===== config.mk =====
export PLATFORM = sky130hd
export DESIGN_NAME = sve_lane
export DESIGN_NICKNAME = d
export VERILOG_FILES = /design/src/hw/rtl/sve_pkg.sv /design/src/hw/rtl/sve_div.sv /design/src/hw/rtl/sve_lane.sv
export SDC_FILE = /design/constraint.sdc
export NUM_CORES = 2
export LEC_CHECK = 0
export BUFFER_PORTS_ARGS = -buffer_cell sky130_fd_sc_hd__clkbuf_2
export CAP_MARGIN = 5
export CORE_UTILIZATION = 45
export DETAILED_ROUTE_END_ITERATION = 8
export PLACE_DENSITY_LB_ADDON = 0.3
export SLEW_MARGIN = 25
export SYNTH_ARGS = -nofsm -noshare
export SYNTH_HDL_FRONTEND = slang
export SYNTH_SLANG_ARGS = --single-unit

===== constraint.sdc =====
create_clock -name clock -period 9.5 [get_ports clock]
set_input_delay 0.475 -clock clock [delete_from_list [all_inputs] [get_ports clock]]
set_output_delay 0.475 -clock clock [all_outputs]
set_load 0.1 [all_outputs]

===== src/hw/rtl/sve_pkg.sv =====
// Shared types and constants for the smoothed velocity estimator.
// No dependencies; every other RTL file but sve_checker refers to it by scoped names.
`default_nettype none
package sve_pkg;

   localparam int MaxWindow    = 32;
   localparam int MaxInterval  = 32;
   localparam int HistDepth    = MaxInterval + 1;
   localparam int WinAw        = $clog2(MaxWindow);
   localparam int HistAw       = $clog2(HistDepth);
   localparam int LenW         = 6;
   localparam int RateW        = 8;
   localparam int PosW         = 32;
   localparam int SumW         = 37;
   localparam int DivW         = 41;
   localparam int CountW       = 7;
   localparam int CounterMax   = 127;

   localparam logic [1:0] CsrWindow   = 2'd0;
   localparam logic [1:0] CsrInterval = 2'd1;
   localparam logic [1:0] CsrRate     = 2'd2;

   typedef enum logic [3:0] {
      ST_IDLE,
      ST_SUM,
      ST_D1_GO,
      ST_D1_WAIT,
      ST_HIST,
      ST_PREV,
      ST_D2_GO,
      ST_D2_WAIT,
      ST_EMIT
   } state_type;

   typedef struct packed {
      logic              win_we;
      logic [WinAw-1:0]  win_waddr;
      logic              win_re;
      logic [WinAw-1:0]  win_raddr;
      logic              s_clear;
      logic              first_clear;
      logic              div_start;
      logic              div_sel_prod;
      logic              s_load;
      logic              hist_we;
      logic [HistAw-1:0] hist_waddr;
      logic [HistAw-1:0] hist_raddr;
      logic              first_load;
      logic              prev_hist;
      logic              prod_load;
      logic              vel_load;
      logic [RateW-1:0]  rate;
      logic [LenW-1:0]   divisor;
   } lane_ctrl_type;

   function automatic logic [LenW-1:0] clamp_len(input logic [LenW-1:0] v,
                                                 input logic [LenW-1:0] hi);
      logic [LenW-1:0] r;
      r = v;
      if (v == '0) r = LenW'(1);
      else if (v > hi) r = hi;
      return r;
   endfunction

endpackage
`default_nettype wire


===== src/hw/rtl/sve_div.sv =====
// Iterative signed-by-unsigned divider, one quotient bit per cycle, truncating.
// Uses sve_pkg for widths.
`default_nettype none
module sve_div (
   input  wire logic                              clock,
   input  wire logic                              reset,
   input  wire logic                              start,
   input  wire logic signed [sve_pkg::DivW-1:0]   dividend,
   input  wire logic        [sve_pkg::LenW-1:0]   divisor,
   output logic                                   done,
   output logic signed      [sve_pkg::DivW-1:0]   quotient
);
   localparam int CntW = $clog2(sve_pkg::DivW + 1);

   logic                         busy_ff;
   logic                         done_ff;
   logic [CntW-1:0]              cnt_ff;
   logic                         neg_ff;
   logic [sve_pkg::LenW:0]       rem_ff;
   logic [sve_pkg::DivW-1:0]     quo_ff;
   logic [sve_pkg::LenW-1:0]     den_ff;
   logic [sve_pkg::LenW+1:0]     rem_sh;
   logic                         fits;

   assign rem_sh = {rem_ff, quo_ff[sve_pkg::DivW-1]};
   assign fits   = rem_sh >= {2'b00, den_ff};

   always_ff @(posedge clock) begin
      if (reset) begin
         busy_ff <= 1'b0;
         done_ff <= 1'b0;
         cnt_ff  <= '0;
      end else begin
         done_ff <= 1'b0;
         if (start) begin
            busy_ff <= 1'b1;
            cnt_ff  <= CntW'(sve_pkg::DivW);
         end else if (busy_ff) begin
            cnt_ff <= cnt_ff - CntW'(1);
            if (cnt_ff == CntW'(1)) begin
               busy_ff <= 1'b0;
               done_ff <= 1'b1;
            end
         end
      end
   end

   always_ff @(posedge clock) begin
      if (start) begin
         neg_ff <= dividend[sve_pkg::DivW-1];
         quo_ff <= dividend[sve_pkg::DivW-1] ? -dividend : dividend;
         rem_ff <= '0;
         den_ff <= divisor;
      end else if (busy_ff) begin
         rem_ff <= fits ? (sve_pkg::LenW+1)'(rem_sh - {2'b00, den_ff})
                        : (sve_pkg::LenW+1)'(rem_sh);
         quo_ff <= {quo_ff[sve_pkg::DivW-2:0], fits};
      end
   end

   assign done     = done_ff;
   assign quotient = neg_ff ? -$signed(quo_ff) : $signed(quo_ff);
endmodule
`default_nettype wire


===== src/hw/rtl/sve_lane.sv =====
// One axis lane: window store, running sum, smoothed history and velocity math.
// Uses sve_pkg and sve_div.
`default_nettype none
module sve_lane (
   input  wire logic                           clock,
   input  wire logic                           reset,
   input  wire sve_pkg::lane_ctrl_type         ctrl,
   input  wire logic signed [sve_pkg::PosW-1:0] pos,
   output logic signed [sve_pkg::PosW-1:0]     vel,
   output logic                                div_done
);
   logic signed [sve_pkg::PosW-1:0] win_mem [sve_pkg::MaxWindow];
   logic signed [sve_pkg::PosW-1:0] hist_mem [sve_pkg::HistDepth];
   logic signed [sve_pkg::PosW-1:0] win_rd_ff;
   logic signed [sve_pkg::PosW-1:0] hist_rd_ff;
   logic                            rd_valid_ff;
   logic signed [sve_pkg::SumW-1:0] acc_ff;
   logic signed [sve_pkg::PosW-1:0] s_ff;
   logic signed [sve_pkg::PosW-1:0] first_ff;
   logic signed [sve_pkg::DivW-1:0] prod_ff;
   logic signed [sve_pkg::PosW-1:0] vel_ff;
   logic signed [sve_pkg::PosW-1:0] prev;
   logic signed [sve_pkg::PosW:0]   diff;
   logic signed [sve_pkg::PosW+sve_pkg::RateW+1:0] prod_full;
   logic signed [sve_pkg::DivW-1:0] div_a;
   logic signed [sve_pkg::DivW-1:0] quo;
   logic                            done;

   always_ff @(posedge clock) begin
      if (ctrl.win_we) win_mem[ctrl.win_waddr] <= pos;
      if (ctrl.win_re) win_rd_ff <= win_mem[ctrl.win_raddr];
      if (ctrl.hist_we) hist_mem[ctrl.hist_waddr] <= s_ff;
      hist_rd_ff <= hist_mem[ctrl.hist_raddr];
   end

   always_ff @(posedge clock) begin
      if (reset) rd_valid_ff <= 1'b0;
      else       rd_valid_ff <= ctrl.win_re;
   end

   always_ff @(posedge clock) begin
      if (reset) begin
         first_ff <= '0;
      end else if (ctrl.first_clear) begin
         first_ff <= '0;
      end else if (ctrl.first_load) begin
         first_ff <= s_ff;
      end
   end

   always_ff @(posedge clock) begin
      if (ctrl.s_clear) begin
         acc_ff <= '0;
         s_ff   <= '0;
      end else begin
         if (rd_valid_ff)
            acc_ff <= acc_ff + sve_pkg::SumW'(win_rd_ff);
         if (ctrl.s_load && done)
            s_ff <= quo[sve_pkg::PosW-1:0];
      end
      if (ctrl.prod_load) prod_ff <= prod_full[sve_pkg::DivW-1:0];
      if (ctrl.vel_load && done) begin
         if (quo > sve_pkg::DivW'(32'sh7FFF_FFFF))
            vel_ff <= 32'sh7FFF_FFFF;
         else if (quo < -sve_pkg::DivW'(64'sh8000_0000))
            vel_ff <= 32'sh8000_0000;
         else
            vel_ff <= quo[sve_pkg::PosW-1:0];
      end
   end

   assign prev      = ctrl.prev_hist ? hist_rd_ff : first_ff;
   assign diff      = (sve_pkg::PosW+1)'(s_ff) - (sve_pkg::PosW+1)'(prev);
   assign prod_full = diff * $signed({1'b0, ctrl.rate});
   assign div_a     = ctrl.div_sel_prod ? prod_ff : sve_pkg::DivW'(acc_ff);

   sve_div u_div (
      .clock    (clock),
      .reset    (reset),
      .start    (ctrl.div_start),
      .dividend (div_a),
      .divisor  (ctrl.divisor),
      .done     (done),
      .quotient (quo)
   );

   assign vel      = vel_ff;
   assign div_done = done;
endmodule
`default_nettype wire


; ---- After elaboration in Yosys (flattened, before gate mapping)
; Memories as Yosys holds them, arrays and structs flattened. A register that Yosys moved wholly into a read port is not among the register bits.
; Cells that the tools add are included.
[word_totals]
n_memories = 2
output_inout_bits = 33
reg_bits = 238
ram_bits = 2080
input_bits = 82
[memory_table]
columns = memory, depth, width, rd, rd_clocked_by_memory_dff, wr, line_no
row1 = hist_mem, 33, 32, 1, 1, 1, sve_lane.sv:13  ; logic signed [sve_pkg::PosW-1:0] hist_mem [sve_pkg::HistDepth];
row2 = win_mem, 32, 32, 1, 1, 1, sve_lane.sv:12  ; logic signed [sve_pkg::PosW-1:0] win_mem [sve_pkg::MaxWindow];
[classes]
n_reduce_logical = 6
bitwise = 1
n_lt_le_gt_ge = 3
mul = 1
muxes = 18
eq_ne = 1
add_sub_neg = 6
[op_table]
columns = operator, count
row1 = 41-bit 2-to-1 mux, 5
row2 = 41-bit negator, 2
row3 = 32-bit 2-to-1 mux, 2
row4 = 41-bit by 32-bit greater-than comparator with 1-bit output (second input constant), 1
row5 = 41-bit by 32-bit < comparator with 1-bit output (second input constant), 1
row6 = 33-bit by 9-bit multiplier with 41-bit output, 1
row7 = 37-bit by 32-bit adder with 37-bit output, 1
row8 = 32-bit by 32-bit subtractor with 33-bit output, 1
row9 = 6-bit 2-to-1 mux, 2
row10 = 8-bit by 6-bit >= comparator with 1-bit output, 1
row11 = 1-bit 2-to-1 mux, 8
row12 = 7-bit 2-to-1 mux, 1
row13 = 7-bit by 6-bit subtractor with 7-bit output, 1
row14 = 6-bit by 1-bit == test with 1-bit output (second input constant), 1
row15 = 6-bit by 1-bit subtractor with 6-bit output (second input constant), 1
row16 = 2-bit OR reduction, 2
row17 = 3-bit OR reduction, 1
row18 = 1-bit logical AND, 2
row19 = 2-bit nonzero test, 1
row20 = 1-bit NOT, 1

; ---- Depth between registers and ports, before layout
[logic_depth]
depth_word = 4
mapped_depth = 33

; ---- Cells and area by module
; Synthesis repeated with hierarchy kept, for this count alone.
[hier_totals]
cells_unflattened = 5985
area_unflattened_um2 = 105513.7
[modules_own_cells]
columns = mod, instances, cells_per_inst, area_each_um2
row1 = sve_lane, 1, 5474, 100913.0
row2 = sve_div, 1, 511, 4600.7

; ---- Worst setup path before layout
; No wires, ideal clock.
[synth_timing]
path_type = input-to-reg
start = in ctrl[16] (netlist bit)
end = reg prod_ff[38] (netlist bit), data pin
setup_slack_ns = 1.481
t_arrival_ns = 7.756
cell_stages = 32
n_path_buf = 2
t_required_ns = 9.238
path_cell_list = clkbuf_1 > buf_1 > mux2i_1 > ha_1 > nor2b_1 > o21ai_0 > a21oi_1 > o41a_1 > a31o_2 > a21oi_1 > o21bai_1 > a21oi_1 > xnor2_1 > nand2_1 > fa_1 > inv_1 > fa_1 > fa_1 > inv_1 > fa_1 > inv_1 > ha_1 > a21oi_1 > o21ai_0 > a2111o_1 > nor3b_1 > o41ai_1 > a31oi_1 > o211ai_1 > a21oi_1 > o21bai_1 > xor2_1
[synth_via]
elab_chain_len = 3
[synth_rtl]
columns = item, line_no
row1 = "start, declared", sve_lane.sv:7  ; input wire sve_pkg::lane_ctrl_type ctrl,
row2 = 32-bit 2-to-1 mux, sve_lane.sv:72  ; assign prev = ctrl.prev_hist ? hist_rd_ff : first_ff;
row3 = 32-bit by 32-bit subtractor with 33-bit output, sve_lane.sv:73  ; assign diff = (sve_pkg::PosW+1)'(s_ff) - (sve_pkg::PosW+1)'(prev);
row4 = 33-bit by 9-bit multiplier with 41-bit output, sve_lane.sv:74  ; assign prod_full = diff * $signed({1'b0, ctrl.rate});
row5 = via prod_full (one bit), sve_lane.sv:24  ; logic signed [sve_pkg::PosW+sve_pkg::RateW+1:0] prod_full;
row6 = "end signal, assigned", sve_lane.sv:61  ; if (ctrl.prod_load) prod_ff <= prod_full[sve_pkg::DivW-1:0];
row7 = "end, declared", sve_lane.sv:20  ; logic signed [sve_pkg::DivW-1:0] prod_ff;
; The timed path passes the listed nets, and every way through them passes these cells.
; A chain may end at the register's enable or synchronous reset.

; ---- Worst setup path in the final report
[layout_timing]
start = reg s_ff[2] (netlist bit)
end = reg prod_ff[38] (netlist bit), data pin
[layout_via]
elab_chain_len = 2
[layout_rtl]
columns = item, line_no
row1 = "start, declared", sve_lane.sv:18  ; logic signed [sve_pkg::PosW-1:0] s_ff;
row2 = "start signal, assigned", sve_lane.sv:59  ; s_ff <= quo[sve_pkg::PosW-1:0];
row3 = 32-bit by 32-bit subtractor with 33-bit output, sve_lane.sv:73
row4 = 33-bit by 9-bit multiplier with 41-bit output, sve_lane.sv:74
row5 = via prod_full (one bit), sve_lane.sv:24
; The timed path passes the listed nets, and every way through them passes these cells.

==> out/results.ini <==
[outcome]
outcome = finished clean

[timing]
achievable-frequency_mhz = 116.0
finalSetupViolations = 0
worst-slew-pin-transition_ns = 1.078
final_hold_viol_count = 0
final_max_tran_viols = 0
layout_min_cycle_time_ns = 8.621
postLayoutSetupSlackWorst_ns = 0.8790
grt_setup_unrepaired = false
final.setup.tns_ns = 0
slew-limit-headroom_pct = 27.86
final.period_utilization_pct = 90.75
fin_worst_skew_ns = 0.07225

[yosys]
synth_flop_type = sky130_fd_sc_hd__edfxtp_1
syn_inst = 5820
mappedNetlistArea_um2 = 104700
synth-seq-area-share_pct = 66.89
edff_count_synth = 2233
netlist-cell-type-count = 82
synth.ff_latch_count = 2382
syn_area_per_cell_um2 = 17.99
ys.warnings.count = 0
synth_nets = 6267
synth_async_sr_flop_share_pct = 0

[critical_path]
reg2regPathDepth = 28
timing.rr.end = prod_ff[38]
r2r-start = s_ff[2]
cpMaxStageDelayCell = sky130_fd_sc_hd__a31oi_1
crit_path_max_fanout = 36
critical_path.startpoint_type = flip-flop
worstPathRequired_ns = 10.06
worst-r2r-setup-slack_ns = 0.88
critical_path.endpoint_type = flip-flop
worst_ep_arrival_time_ns = 9.18
crit_type = flip-flop to flip-flop
worst_path_largest_cell_delay_ns = 0.58

[min_path]
min_to = u_div.quo_ff[0]
min_path_type = primary input to flip-flop
cell_count_of_the_worst_hold_path = 3
timing.hold.worst.start = ctrl[32]

[global_routing]
antenna_violations_before_repair = 24
global_route_wire_length_before_repair_um = 369000
track_usage_pct = 21.45
maximum_number_of_pins_on_one_net_before_global_route_repair = 167
first_global_vias = 54269
global_route.overflow_total = 0

[place]
place.gp.congestion = 0.8431
dp.cells = 8807
placed_cell_area_um2 = 109500
placement.setup.worst_slack_ns = 0.5287
buffer_ports.inserted = 114
place.detailed.hpwl_um = 144800

[run]
cap_viol_max_count = 0

[cells_and_area]
final-seq-area_um2 = 70040
fillCellCount = 18305
layout.cell_area.non_filler_um2 = 117500
post_route_cells_drive_above_1_share_pct = 22.99
mostFrequentLayoutCells = 2233 x sky130_fd_sc_hd__edfxtp_1, 640 x sky130_fd_sc_hd__mux4_2, 290 x sky130_fd_sc_hd__inv_1
design.final.nets = 6474
layout.cells.non_filler = 9267
area_occupied_by_multi_input_gates_um2 = 32990
most_frequent_standard_cell_in_the_layout_excluding_fill_and_tap_cells = sky130_fd_sc_hd__edfxtp_1
syn2layout_area_growth_pct = 12.24
finish.utilization_pct = 50.97

[route]
totalWireLength_um = 252500
drt_drc_violations_left = 0
drt_first_pass_iters = 5
avgViaCountPerCell = 5.863
post_drt_wl_per_cell_um = 27.24
ant_nets = 0
drc_marker_count_from_the_first_detailed_route_iteration = 5407
route.vias.total = 54336

[clock_tree]
htree_num_levels = 4
tritoncts_num_sinks = 2382
cts_tree = yes
ctsResizeCount = 0
clk_tree_root_cell = sky130_fd_sc_hd__clkbuf_16
cts_buffer_depth = 3
cts-buffers-inserted = 235
clkLatencyLatePin_ns = 0.88
clk_transition_reported_paths_ns = 0.06

[power_and_ir_drop]
static-leakage-power_nw = 42.37
powerDensity_nw_per_um2 = 247.1
max-vdd-ir-drop_mv = 0.4309

[floorplan]
dieWidth_um = 484.4
initial_utilization_pct = 45.41
design.core.area_um2 = 230600
io-pin-count = 115
std_cell_rows = 176
design.die.area_um2 = 234600
die_height_um = 484.4

[state kept, by name (all words and copies together), names as in the netlist]
signal,flops
acc_ff,37
first_ff,32
hist_mem,1056
hist_rd_ff,32
prod_ff,41
rd_valid_ff,1
s_ff,32
u_div.busy_ff,1
u_div.cnt_ff,6
u_div.den_ff,6
u_div.done,1
u_div.neg_ff,1
u_div.quo_ff,41
u_div.rem_ff,7
vel,32
win_mem,1024
win_rd_ff,32
[per-stage QoR]
stage / hold WS, ns / power (mW)
after global placement: 0.4315 / 19.79
after global routing: 0.1061 / 30.50
after floorplan: 0.4178 / 18.01
after CTS: 0.04424 / 29.25
after detailed placement: 0.4298 / 19.93
final: 0.1071 / 29.04
[per-layer routing]
| layer | wire length, um | track usage [%] | share of wire, % | up-vias |
|---|---|---|---|---|
| met5 | 99 | 0 | 0.039 | - |
| met4 | 5339 | 5.412 | 2.1 | 16 |
| met3 | 17070 | 3.346 | 6.8 | 332 |
| met1 | 107600 | 30.55 | 43 | 28888 |
| met2 | 122400 | 34.59 | 48 | 1908 |
| li1 | - | - | - | 23192 |
[critical path: cells and delay by family (launching register included)]
family,cells,cell delay (ns)
AND/OR/NAND/NOR,3,0.56
buffers and inverters,4,0.46
adder cells (fa/ha/maj),6,2.70
AO/OA/AOI/OAI,14,4.12
XOR/XNOR,1,0.15
flip-flops,1,0.31
[logic make-up (layout without fill, tap and decap cells)]
| kind of cell | count (synthesis) | count (layout) | synth area share [%] |
|---|---|---|---|
| adder cells (fa/ha/maj) | 365 | 365 | 5.832 |
| buffers and inverters | 572 | 981 | 2.090 |
| AND/OR/NAND/NOR | 917 | 917 | 4.318 |
| AO/OA/AOI/OAI | 540 | 540 | 3.354 |
| flip-flops | 2382 | 2382 | 66.89 |
| XOR/XNOR | 174 | 174 | 1.463 |
| multiplexers | 870 | 870 | 16.05 |
| other | 0 | 12 | 0 |
[where the power goes]
part | internal (mW) | total [mW] | leakage (nW) | switching, mW
Sequential | 12.0 | 12.3 | 23.9 | 0.241
Combinational | 3.13 | 7.44 | 14.7 | 4.31
Clock | 5.35 | 9.35 | 3.80 | 4.00
Total | 20.5 | 29.0 | 42.4 | 8.55
[cell type report]
cell class	count	share of cell area, %
well taps	3026	3.222
clock buffers	287	5.232
diodes	12	0.02555
clock inverters	152	1.420
inverters	293	0.9358
flip-flops and latches	2382	59.60
multi-input cells	2866	28.07
repair buffers	249	1.497
[synthesized netlist by cell type (16+ instances only)]
| library cell | n | area (um2) |
|---|---|---|
| sky130_fd_sc_hd__a211oi_1 | 41 | 307.8 |
| sky130_fd_sc_hd__and2_1 | 141 | 882.1 |
| sky130_fd_sc_hd__nand2_1 | 257 | 964.7 |
| sky130_fd_sc_hd__xor2_1 | 82 | 718.2 |
| sky130_fd_sc_hd__and3_1 | 17 | 106.4 |
| sky130_fd_sc_hd__o21ai_2 | 30 | 262.8 |
| sky130_fd_sc_hd__nand2b_1 | 25 | 156.4 |
| sky130_fd_sc_hd__nor3_1 | 39 | 195.2 |
| sky130_fd_sc_hd__mux2i_1 | 159 | 1592 |
| sky130_fd_sc_hd__a21o_1 | 64 | 480.5 |
| sky130_fd_sc_hd__nand3_1 | 34 | 170.2 |
| sky130_fd_sc_hd__edfxtp_1 | 2233 | 67050 |
| sky130_fd_sc_hd__mux2_2 | 71 | 799.5 |
| sky130_fd_sc_hd__ha_1 | 160 | 2002 |
| sky130_fd_sc_hd__buf_1 | 68 | 255.2 |
| sky130_fd_sc_hd__nor2_1 | 253 | 949.7 |
| sky130_fd_sc_hd__inv_1 | 290 | 1089 |
| sky130_fd_sc_hd__dfxtp_1 | 149 | 2983 |
| sky130_fd_sc_hd__fa_1 | 205 | 4104 |
| sky130_fd_sc_hd__nor2b_1 | 43 | 269.0 |
| sky130_fd_sc_hd__or3_1 | 16 | 100.1 |
| sky130_fd_sc_hd__clkbuf_1 | 199 | 747.0 |
| sky130_fd_sc_hd__mux4_2 | 640 | 14410 |
| sky130_fd_sc_hd__xnor2_1 | 91 | 797.0 |
| sky130_fd_sc_hd__o21ai_0 | 142 | 710.7 |
| sky130_fd_sc_hd__a21oi_1 | 130 | 650.6 |
[how the worst max path moves through the flow]
stage	startpoint	endpoint	slack, ns	cells past startpoint
after global routing	s_ff[1]	prod_ff[38]	0.43	31
after CTS	s_ff[2]	prod_ff[38]	1.01	28
final	s_ff[2]	prod_ff[38]	0.88	28
after detailed placement	ctrl[16]	prod_ff[38]	0.53	30
after floorplan	ctrl[16]	prod_ff[38]	1.48	32
after global placement	ctrl[16]	prod_ff[38]	0.69	30
[repair_timing]
item	in CTS	in global routing
endpoints found under the hold margin	15	0
buffers inserted	0	0
hold buffers	7	0
Note: power is estimated with default switching activity, not from simulation.
